===== src/hdl/polygon_plane_coefficients_core_macros.svh =====
// Assertion macros shared by the RTL of the plane coefficient core.
`ifndef POLYGON_PLANE_COEFFICIENTS_CORE_MACROS_SVH
`define POLYGON_PLANE_COEFFICIENTS_CORE_MACROS_SVH
`ifndef ASSERT_OFF
// Same-cycle implication, disabled during reset.
`define PCC_ASSERT_IMP(lbl, clk, rstn, ante, cons) \
  lbl: assert property (@(posedge clk) disable iff (!(rstn)) (ante) |-> (cons)) \
    else $error("assertion failed");
// Next-cycle implication, disabled during reset.
`define PCC_ASSERT_NXT(lbl, clk, rstn, ante, cons) \
  lbl: assert property (@(posedge clk) disable iff (!(rstn)) (ante) |=> (cons)) \
    else $error("assertion failed");
`else
`define PCC_ASSERT_IMP(lbl, clk, rstn, ante, cons)
`define PCC_ASSERT_NXT(lbl, clk, rstn, ante, cons)
`endif
`endif


===== src/hdl/pcc_pkg.sv =====
// Types and constants shared by the plane coefficient core.
`default_nettype none
package pcc_pkg;

  localparam int COORD_BITS_DEF   = 16;
  localparam int MAX_VERTICES_DEF = 1024;
  localparam int QUEUE_DEPTH_DEF  = 4;

  localparam int IN_COORD_W  = 16;
  localparam int IN_TDATA_W  = 3 * IN_COORD_W;
  localparam int SUM_W       = 45;
  localparam int D_W         = 63;
  localparam int LO_W        = 23;
  localparam int OUT_FIELD_W = 3 * SUM_W + D_W;
  localparam int OUT_TDATA_W = ((OUT_FIELD_W + 7) / 8) * 8;
  localparam int PAD_W       = OUT_TDATA_W - OUT_FIELD_W;

  // One classified vertex as it travels from the front to the back end.
  typedef struct packed {
    logic [IN_COORD_W-1:0] x;
    logic [IN_COORD_W-1:0] y;
    logic [IN_COORD_W-1:0] z;
    logic                  first;
    logic                  last;
    logic                  ovf;
  } vtx_t;

  // Back end status seen by the top level.
  typedef struct packed {
    logic running;
    logic pop;
    logic emit;
  } back_stat_t;

  typedef enum logic [2:0] {
    ST_RUN,
    ST_CLOSE,
    ST_FLUSH,
    ST_DMUL,
    ST_DACC,
    ST_EMIT
  } back_state_t;

endpackage
`default_nettype wire


===== src/hdl/pcc_front.sv =====
// Front end: accepts vertices, tracks the vertex count and tags each vertex.
`default_nettype none
module pcc_front #(
  parameter int MAX_VERTICES = pcc_pkg::MAX_VERTICES_DEF
) (
  input  wire logic                          clk,
  input  wire logic                          rst_n,
  input  wire logic                          in_tvalid,
  output logic                               in_tready,
  input  wire logic [pcc_pkg::IN_TDATA_W-1:0] in_tdata,
  input  wire logic                          in_tlast,
  input  wire logic                          q_full,
  output logic                               q_push,
  output pcc_pkg::vtx_t                      q_entry
);

  localparam int CNT_W = $clog2(MAX_VERTICES + 1);

  logic [CNT_W-1:0] cnt_r, cnt_nxt;
  logic             ovf_r, ovf_nxt;
  logic             at_max;

  assign in_tready = !q_full;
  assign q_push    = in_tvalid && in_tready;
  assign at_max    = (cnt_r >= CNT_W'(MAX_VERTICES));

  always_comb begin
    q_entry.x     = in_tdata[pcc_pkg::IN_COORD_W-1:0];
    q_entry.y     = in_tdata[2*pcc_pkg::IN_COORD_W-1:pcc_pkg::IN_COORD_W];
    q_entry.z     = in_tdata[3*pcc_pkg::IN_COORD_W-1:2*pcc_pkg::IN_COORD_W];
    q_entry.first = (cnt_r == '0);
    q_entry.last  = in_tlast;
    q_entry.ovf   = ovf_r || at_max;
  end

  always_comb begin
    cnt_nxt = cnt_r;
    ovf_nxt = ovf_r;
    if (q_push) begin
      if (in_tlast) begin
        // polygon closes: start the next one fresh
        cnt_nxt = '0;
        ovf_nxt = 1'b0;
      end else if (at_max) begin
        ovf_nxt = 1'b1;
      end else begin
        cnt_nxt = cnt_r + 1'b1;
      end
    end
  end

  always_ff @(posedge clk) begin
    if (!rst_n) begin
      cnt_r <= '0;
      ovf_r <= 1'b0;
    end else begin
      cnt_r <= cnt_nxt;
      ovf_r <= ovf_nxt;
    end
  end

endmodule
`default_nettype wire


===== src/hdl/pcc_queue.sv =====
// Short vertex queue between the front and back ends.
`default_nettype none
module pcc_queue #(
  parameter int DEPTH = pcc_pkg::QUEUE_DEPTH_DEF
) (
  input  wire logic          clk,
  input  wire logic          rst_n,
  input  wire logic          push,
  input  wire pcc_pkg::vtx_t push_entry,
  output logic               full,
  input  wire logic          pop,
  output pcc_pkg::vtx_t      pop_entry,
  output logic               valid
);

  localparam int PTR_W = $clog2(DEPTH);
  localparam int CNT_W = $clog2(DEPTH + 1);

  pcc_pkg::vtx_t    mem_r [DEPTH];
  logic [PTR_W-1:0] wr_ptr_r, rd_ptr_r;
  logic [CNT_W-1:0] cnt_r;
  logic             do_push, do_pop;

  assign full      = (cnt_r == CNT_W'(DEPTH));
  assign valid     = (cnt_r != '0);
  assign do_push   = push && !full;
  assign do_pop    = pop && valid;
  assign pop_entry = mem_r[rd_ptr_r];

  always_ff @(posedge clk) begin
    if (do_push) begin
      mem_r[wr_ptr_r] <= push_entry;
    end
  end

  always_ff @(posedge clk) begin
    if (!rst_n) begin
      wr_ptr_r <= '0;
      rd_ptr_r <= '0;
      cnt_r    <= '0;
    end else begin
      if (do_push) begin
        wr_ptr_r <= (wr_ptr_r == PTR_W'(DEPTH - 1)) ? '0 : wr_ptr_r + 1'b1;
      end
      if (do_pop) begin
        rd_ptr_r <= (rd_ptr_r == PTR_W'(DEPTH - 1)) ? '0 : rd_ptr_r + 1'b1;
      end
      if (do_push && !do_pop) begin
        cnt_r <= cnt_r + 1'b1;
      end else if (do_pop && !do_push) begin
        cnt_r <= cnt_r - 1'b1;
      end
    end
  end

endmodule
`default_nettype wire


===== src/hdl/pcc_back.sv =====
// Back end: edge sums, closing edge, offset term and the result register.
`default_nettype none
module pcc_back #(
  parameter int COORD_BITS = pcc_pkg::COORD_BITS_DEF
) (
  input  wire logic                            clk,
  input  wire logic                            rst_n,
  input  wire logic                            q_valid,
  input  wire pcc_pkg::vtx_t                   q_entry,
  output pcc_pkg::back_stat_t                  stat,
  output logic                                 out_tvalid,
  input  wire logic                            out_tready,
  output logic [pcc_pkg::OUT_TDATA_W-1:0]      out_tdata,
  output logic                                 out_tuser
);

  localparam int CB    = COORD_BITS;
  localparam int EW    = CB + 1;
  localparam int PW    = 2 * EW;
  localparam int SW    = pcc_pkg::SUM_W;
  localparam int DW    = pcc_pkg::D_W;
  localparam int LW    = pcc_pkg::LO_W;
  localparam int MW    = LW + 1;
  localparam int PPW   = MW + CB;
  localparam int LAST_STEP = 5;

  pcc_pkg::back_state_t state_r, state_nxt;

  logic signed [CB-1:0] cx, cy, cz;
  logic signed [CB-1:0] fx_r, fy_r, fz_r;
  logic signed [CB-1:0] px_r, py_r, pz_r;
  logic signed [CB-1:0] jx, jy, jz;
  logic signed [EW-1:0] dx, dy, dz, sx, sy, sz;
  logic signed [PW-1:0] pa, pb, pc;
  logic signed [PW-1:0] prod_a_r, prod_b_r, prod_c_r;
  logic                 prod_v_r;
  logic signed [SW-1:0] sum_a_r, sum_b_r, sum_c_r;
  logic                 ovf_r;

  logic [2:0]           step_r;
  logic [SW-1:0]        s_sel;
  logic signed [CB-1:0] f_sel;
  logic signed [MW-1:0] mop;
  logic signed [PPW-1:0] pp, pp_r;
  logic                 pp_v_r, pp_hi_r;
  logic signed [DW-1:0] pp_ext, term;
  logic signed [DW-1:0] acc_r;

  logic out_valid_r;
  logic [pcc_pkg::OUT_TDATA_W-1:0] out_data_r;
  logic out_user_r;

  logic pop, edge_en, mul_en, emit, out_free;

  // Keep the low COORD_BITS of each coordinate as a signed value.
  always_comb begin
    logic [31:0] ex, ey, ez;
    ex = {16'b0, q_entry.x};
    ey = {16'b0, q_entry.y};
    ez = {16'b0, q_entry.z};
    cx = signed'(ex[CB-1:0]);
    cy = signed'(ey[CB-1:0]);
    cz = signed'(ez[CB-1:0]);
  end

  assign out_free = !out_valid_r || out_tready;

  always_comb begin
    state_nxt = state_r;
    unique case (state_r)
      pcc_pkg::ST_RUN:   if (q_valid && q_entry.last) state_nxt = pcc_pkg::ST_CLOSE;
      pcc_pkg::ST_CLOSE: state_nxt = pcc_pkg::ST_FLUSH;
      pcc_pkg::ST_FLUSH: state_nxt = pcc_pkg::ST_DMUL;
      pcc_pkg::ST_DMUL:  if (step_r == 3'(LAST_STEP)) state_nxt = pcc_pkg::ST_DACC;
      pcc_pkg::ST_DACC:  state_nxt = pcc_pkg::ST_EMIT;
      pcc_pkg::ST_EMIT:  if (out_free) state_nxt = pcc_pkg::ST_RUN;
      default:           state_nxt = pcc_pkg::ST_RUN;
    endcase
  end

  always_comb begin
    pop     = 1'b0;
    edge_en = 1'b0;
    mul_en  = 1'b0;
    emit    = 1'b0;
    unique case (state_r)
      pcc_pkg::ST_RUN: begin
        pop     = q_valid;
        edge_en = q_valid && !q_entry.first;
      end
      pcc_pkg::ST_CLOSE: edge_en = 1'b1;
      pcc_pkg::ST_FLUSH: ;
      pcc_pkg::ST_DMUL:  mul_en = 1'b1;
      pcc_pkg::ST_DACC:  ;
      pcc_pkg::ST_EMIT:  emit = out_free;
      default: ;
    endcase
  end

  assign stat.running = (state_r == pcc_pkg::ST_RUN);
  assign stat.pop     = pop;
  assign stat.emit    = emit;

  // Edge from the previous vertex to the new one, or back to the first.
  always_comb begin
    if (state_r == pcc_pkg::ST_CLOSE) begin
      jx = fx_r;
      jy = fy_r;
      jz = fz_r;
    end else begin
      jx = cx;
      jy = cy;
      jz = cz;
    end
    dx = EW'(px_r) - EW'(jx);
    dy = EW'(py_r) - EW'(jy);
    dz = EW'(pz_r) - EW'(jz);
    sx = EW'(px_r) + EW'(jx);
    sy = EW'(py_r) + EW'(jy);
    sz = EW'(pz_r) + EW'(jz);
    pa = dy * sz;
    pb = dz * sx;
    pc = dx * sy;
  end

  // Offset partial products: low and high half of each sum times a first coordinate.
  always_comb begin
    case (step_r[2:1])
      2'd0: begin
        s_sel = sum_a_r;
        f_sel = fx_r;
      end
      2'd1: begin
        s_sel = sum_b_r;
        f_sel = fy_r;
      end
      default: begin
        s_sel = sum_c_r;
        f_sel = fz_r;
      end
    endcase
    if (step_r[0]) begin
      mop = MW'(signed'(s_sel[SW-1:LW]));
    end else begin
      mop = signed'({1'b0, s_sel[LW-1:0]});
    end
    pp     = mop * f_sel;
    pp_ext = DW'(pp_r);
    term   = pp_hi_r ? (pp_ext <<< LW) : pp_ext;
  end

  always_ff @(posedge clk) begin
    if (!rst_n) begin
      state_r     <= pcc_pkg::ST_RUN;
      prod_v_r    <= 1'b0;
      sum_a_r     <= '0;
      sum_b_r     <= '0;
      sum_c_r     <= '0;
      step_r      <= '0;
      pp_v_r      <= 1'b0;
      out_valid_r <= 1'b0;
    end else begin
      state_r  <= state_nxt;
      prod_v_r <= edge_en;
      pp_v_r   <= mul_en;
      if (emit) begin
        sum_a_r <= '0;
        sum_b_r <= '0;
        sum_c_r <= '0;
      end else if (prod_v_r) begin
        sum_a_r <= sum_a_r + SW'(prod_a_r);
        sum_b_r <= sum_b_r + SW'(prod_b_r);
        sum_c_r <= sum_c_r + SW'(prod_c_r);
      end
      if (mul_en) begin
        step_r <= (step_r == 3'(LAST_STEP)) ? '0 : step_r + 1'b1;
      end
      if (emit) begin
        out_valid_r <= 1'b1;
      end else if (out_tready) begin
        out_valid_r <= 1'b0;
      end
    end
  end

  always_ff @(posedge clk) begin
    prod_a_r <= pa;
    prod_b_r <= pb;
    prod_c_r <= pc;
    pp_r     <= pp;
    pp_hi_r  <= step_r[0];
    if (pop) begin
      px_r <= cx;
      py_r <= cy;
      pz_r <= cz;
      if (q_entry.first) begin
        fx_r <= cx;
        fy_r <= cy;
        fz_r <= cz;
      end
      if (q_entry.last) begin
        ovf_r <= q_entry.ovf;
      end
    end
    // subtract the partial products so the offset comes out negated
    if (state_r == pcc_pkg::ST_FLUSH) begin
      acc_r <= '0;
    end else if (pp_v_r) begin
      acc_r <= acc_r - term;
    end
    if (emit) begin
      out_data_r <= {{pcc_pkg::PAD_W{1'b0}}, acc_r, sum_c_r, sum_b_r, sum_a_r};
      out_user_r <= ovf_r;
    end
  end

  assign out_tvalid = out_valid_r;
  assign out_tdata  = out_data_r;
  assign out_tuser  = out_user_r;

endmodule
`default_nettype wire


===== src/hdl/polygon_plane_coefficients_core.sv =====
// Plane coefficients of a polygon by Newell's method: top level.
//
// Usage: vertices stream in on the in_ channel, one per transaction, with
// in_tlast on the final vertex of each polygon. One result per polygon leaves
// on the out_ channel: coefficients a, b, c and d in out_tdata and the
// vertex overflow flag in out_tuser.
// Throughput: one vertex per cycle while the queue is not full; after the
// last vertex the back end retires the polygon through the closing edge,
// the sum pipeline and six passes of the single offset multiplier. A
// four-entry vertex queue lets the input keep streaming while the back end
// works on the closing sequence.
// Reset: rst_n low clears the queue, the vertex count, the sums and the
// result valid flag; the next vertex starts a new polygon.
// Stall: a held result blocks only the next result; vertices keep entering
// until the queue fills, then in_tready drops.
`default_nettype none
`include "polygon_plane_coefficients_core_macros.svh"
module polygon_plane_coefficients_core #(
  parameter int COORD_BITS   = pcc_pkg::COORD_BITS_DEF,
  parameter int MAX_VERTICES = pcc_pkg::MAX_VERTICES_DEF,
  parameter int QUEUE_DEPTH  = pcc_pkg::QUEUE_DEPTH_DEF
) (
  input  wire logic                            clk,
  input  wire logic                            rst_n,
  input  wire logic                            in_tvalid,
  output logic                                 in_tready,
  // vertex_x, vertex_y, vertex_z
  input  wire logic [pcc_pkg::IN_TDATA_W-1:0]  in_tdata,
  input  wire logic                            in_tlast,
  output logic                                 out_tvalid,
  input  wire logic                            out_tready,
  // coef_a, coef_b, coef_c, coef_d, zero fill
  output logic [pcc_pkg::OUT_TDATA_W-1:0]      out_tdata,
  // vertex_overflow
  output logic                                 out_tuser
);

  pcc_pkg::vtx_t       push_entry, pop_entry;
  pcc_pkg::back_stat_t bst;
  logic                q_push, q_full, q_valid;

  pcc_front #(
    .MAX_VERTICES(MAX_VERTICES)
  ) u_front (
    .clk      (clk),
    .rst_n    (rst_n),
    .in_tvalid(in_tvalid),
    .in_tready(in_tready),
    .in_tdata (in_tdata),
    .in_tlast (in_tlast),
    .q_full   (q_full),
    .q_push   (q_push),
    .q_entry  (push_entry)
  );

  pcc_queue #(
    .DEPTH(QUEUE_DEPTH)
  ) u_queue (
    .clk       (clk),
    .rst_n     (rst_n),
    .push      (q_push),
    .push_entry(push_entry),
    .full      (q_full),
    .pop       (bst.pop),
    .pop_entry (pop_entry),
    .valid     (q_valid)
  );

  pcc_back #(
    .COORD_BITS(COORD_BITS)
  ) u_back (
    .clk       (clk),
    .rst_n     (rst_n),
    .q_valid   (q_valid),
    .q_entry   (pop_entry),
    .stat      (bst),
    .out_tvalid(out_tvalid),
    .out_tready(out_tready),
    .out_tdata (out_tdata),
    .out_tuser (out_tuser)
  );

  `PCC_ASSERT_IMP(a_pop_has_data, clk, rst_n, bst.pop, q_valid)
  `PCC_ASSERT_IMP(a_no_pop_when_busy, clk, rst_n, !bst.running, !bst.pop)
  `PCC_ASSERT_IMP(a_emit_into_free_slot, clk, rst_n, bst.emit, !out_tvalid || out_tready)
  `PCC_ASSERT_NXT(a_emit_shows_result, clk, rst_n, bst.emit, out_tvalid)

endmodule
`default_nettype wire

===== config.mk =====
export PLATFORM = sky130hd
export DESIGN_NAME = polygon_plane_coefficients_core
export DESIGN_NICKNAME = d
export VERILOG_FILES = /design/src/hdl/pcc_pkg.sv /design/src/hdl/pcc_front.sv /design/src/hdl/pcc_queue.sv /design/src/hdl/pcc_back.sv /design/src/hdl/polygon_plane_coefficients_core.sv
export VERILOG_INCLUDE_DIRS = /design/src /design/src/hdl
export SDC_FILE = /design/constraint.sdc
export NUM_CORES = 2
export LEC_CHECK = 0
export BUFFER_PORTS_ARGS = -buffer_cell sky130_fd_sc_hd__buf_2
export CAP_MARGIN = 0
export CORE_ASPECT_RATIO = 0.75
export CORE_MARGIN = 2
export CORE_UTILIZATION = 30
export DETAILED_ROUTE_END_ITERATION = 8
export GPL_TIMING_DRIVEN = 0
export SLEW_MARGIN = 40
export SYNTH_ARGS = -nofsm -noshare
export SYNTH_HDL_FRONTEND = slang
export SYNTH_SLANG_ARGS = --single-unit

===== constraint.sdc =====
create_clock -name clk -period 13.4 [get_ports clk]
set_clock_uncertainty 0.1 [all_clocks]
set_input_delay 3.35 -clock clk [delete_from_list [all_inputs] [get_ports clk]]
set_output_delay 3.35 -clock clk [all_outputs]
set_load 0.01 [all_outputs]

==> impl_metrics.toml <==
[cells_and_area]
syn_to_final_growth_pct = 12.5
fin_cells = 13300
drive_above_1_share = 0.0840
num-nets-final = 11200

[setup_path]
cp_slowest_cell = "a2111oi_4"
crit_top_cell = "fa_1"
critPathArrivalTime_ps = 13380
cp-end-kind = "flop"
critPathMaxStageDelay_ps = 540
crit_fanout = 10
required_ps = 13910
path_class = "reg2reg"
worstSetupStartpointType = "flop"

[synthesis]
ys_warn_count = 0
synth_area_per_cell_um2 = 10.0
ys_types = 96
mappedNetlistArea_um2 = 88900
seq_area_frac_synth = 0.252
synth_cells = 8877
synth_enable_flop_cells = 500
synth.top_cell.area_share = 0.287
yosys-top-cells-count = "inv_1, fa_1, nand2_1"
synth_top_area_cell = "fa_1"
async_reset_ff_frac = 0
ys_top_cells_by_area = "fa_1, edfxtp_1, ha_1, dfxtp_1, inv_1"
ys.flop_type = "edfxtp_1"
yosysMostFrequentCell = "inv_1"
synth-seq-cells = 871

[grt]
antenna_found_initial = 43
grt_max_degree = 35
overflow = 0
grt_pass1_vias = 63900
grt_pass1_wl_um = 420000
track_usage = 0.188

[floorplan]
die_x_um = 633
rows = 173
dieArea_um2 = 301000
floorplan.initialDensity = 0.301
core_area_um2 = 296000
die_y_um = 476
ios = 256

[placement]
io_buffer_count = 253
dp_hpwl_um = 236000
dp.cells = 13100
place.gp.congestion = 0.983

[clocking]
cts_buffers = 98
path_clk_slew_ps = 70
clock_tree.root_cell = "clkbuf_16"
cts_max_path_buffers = 3
h-tree-depth = 3
cts.sinks = 871
clk_latency_ps = 790
cts_tree = "yes"

[run]
cap_violations = 0

[timing]
finalCritPeriodShare = 0.961
hold_violations = 0
finalCriticalPeriod_ps = 12880
setup_violations = 0
tightestPinTransition_ps = 986
maxSlewHeadroom = 0.324
drv_slew = 0
whs_ps = 363
timing.fmax_mhz = 77.7
fin_setup_tns_ps = 0

[routing]
drc_errors = 0
ant_nets = 0
vias = 64300
drt_pass1_iterations = 6
drt-vias-per-instance = 4.83
drt_iter0_drc = 5687
wl_per_cell_um = 21.1
wirelength_um = 281000

[min_path]
hp-class = "reg2reg"

[outcome]
status = "finished clean"
==> repair_timing <==
item	CTS	global route
pin swaps	0	1
endpoints found under the setup margin	1	6
resized for setup	1	16
hold buffers	0	0
buffers inserted	0	4
==> critical path: cells and delay by family (launching register included) <==
family	cells	cell delay [ps]
adder cells (fa/ha/maj)	8	3390
buffers and inverters	10	2330
flip-flops	1	350
multiplexers	1	450
AND/OR/NAND/NOR	7	1700
XOR/XNOR	2	760
AO/OA/AOI/OAI	15	3600
==> path summary, 6_finish.rpt <==
path	start	to	slack [ps]	cells past startpoint
worst max-delay path	u_back.state_r[0]	u_back.prod_b_r[33]	520	43
worst min register to register	u_back.acc_r[36]	u_back.out_tdata[171]	360	0
worst min-delay path	u_back.acc_r[36]	u_back.out_tdata[171]	360	0
worst max register to register	u_back.state_r[0]	u_back.prod_b_r[33]	520	43
==> area by class of cell <==
class / count / area [um2]
antenna: 12 / 30.0
buffer: 315 / 1290
clock buffer: 115 / 2610
clock inverter: 71 / 823
fill: 30300 / 196000
inverter: 1441 / 5410
multi-input combinational: 6249 / 60700
sequential: 871 / 22400
tap: 3937 / 4930
timing repair buffer: 282 / 1770
==> layer usage <==
layer,wire [um],share of wire,vias up,global-route usage
met4,9970,0.035,36,0.0601
met5,227,0.00081,-,0
met3,27500,0.098,367,0.0506
met2,118000,0.42,2390,0.277
li1,-,-,29400,-
met1,126000,0.45,32000,0.265
==> registers in the layout, summed over array words and instances, names as in the netlist, 34 cells and up, named ones only <==
signal and flops:
u_queue.mem_r 204, u_back.out_tdata 198, u_back.acc_r 63, u_back.sum_a_r 45
u_back.sum_b_r 45, u_back.sum_c_r 45, u_back.pp_r 40, u_back.prod_a_r 34
u_back.prod_b_r 34, u_back.prod_c_r 34
==> stage by stage <==
stage                      util  worst slack, ps  instance area [um2]
after detailed placement  0.326             31.5                96400
after CTS                 0.338              251                99800
final                     0.338              525               100000
after floorplan               -             2850                89000
after global routing      0.338            -33.6               100000
after global placement    0.322            -4580                95100
==> cell usage in the layout (no fill, tap or decap), types with 14 or more instances in the layout <==
cell and n:
dfxtp_1 371, nand2_1 938, edfxtp_1 500, a31oi_1 28
nand4_1 37, a21o_1 195, or2_2 21, o31ai_1 23
a21boi_0 21, nand2b_1 119, xor2_1 105, o21ai_1 20
clkbuf_16 100, ha_1 652, nor3_1 61, clkbuf_1 242
nand3_1 62, or3_1 23, xnor2_1 252, nor2b_1 146
o21a_1 62, clkbuf_2 28, and3_1 28, a21oi_1 416
inv_1 1438, fa_1 1271, and2_1 193, a211oi_1 22
mux4_2 72, clkinv_2 15, o211ai_1 15, buf_2 288
mux2i_1 202, xnor2_2 54, o21bai_1 62, a21oi_2 14
nor2_1 669, o21ai_0 202
==> cell families (layout without fill, tap and decap cells) <==
kind of cell,after synthesis,in the layout,synth area share
and+or+nand+nor,2354,2354,0.119
adders and majority gates,1927,1927,0.379
buffers and inverters,1758,2224,0.0748
AOI/OAI and AO/OA,1256,1256,0.0908
DFF,871,871,0.252
xor gates and xnor gates,429,429,0.0422
muxes,281,281,0.0418
other,1,14,0.0000422
Power is not shown: default switching activity piles up to over one toggle a cycle in this logic, so the estimate is an artifact.
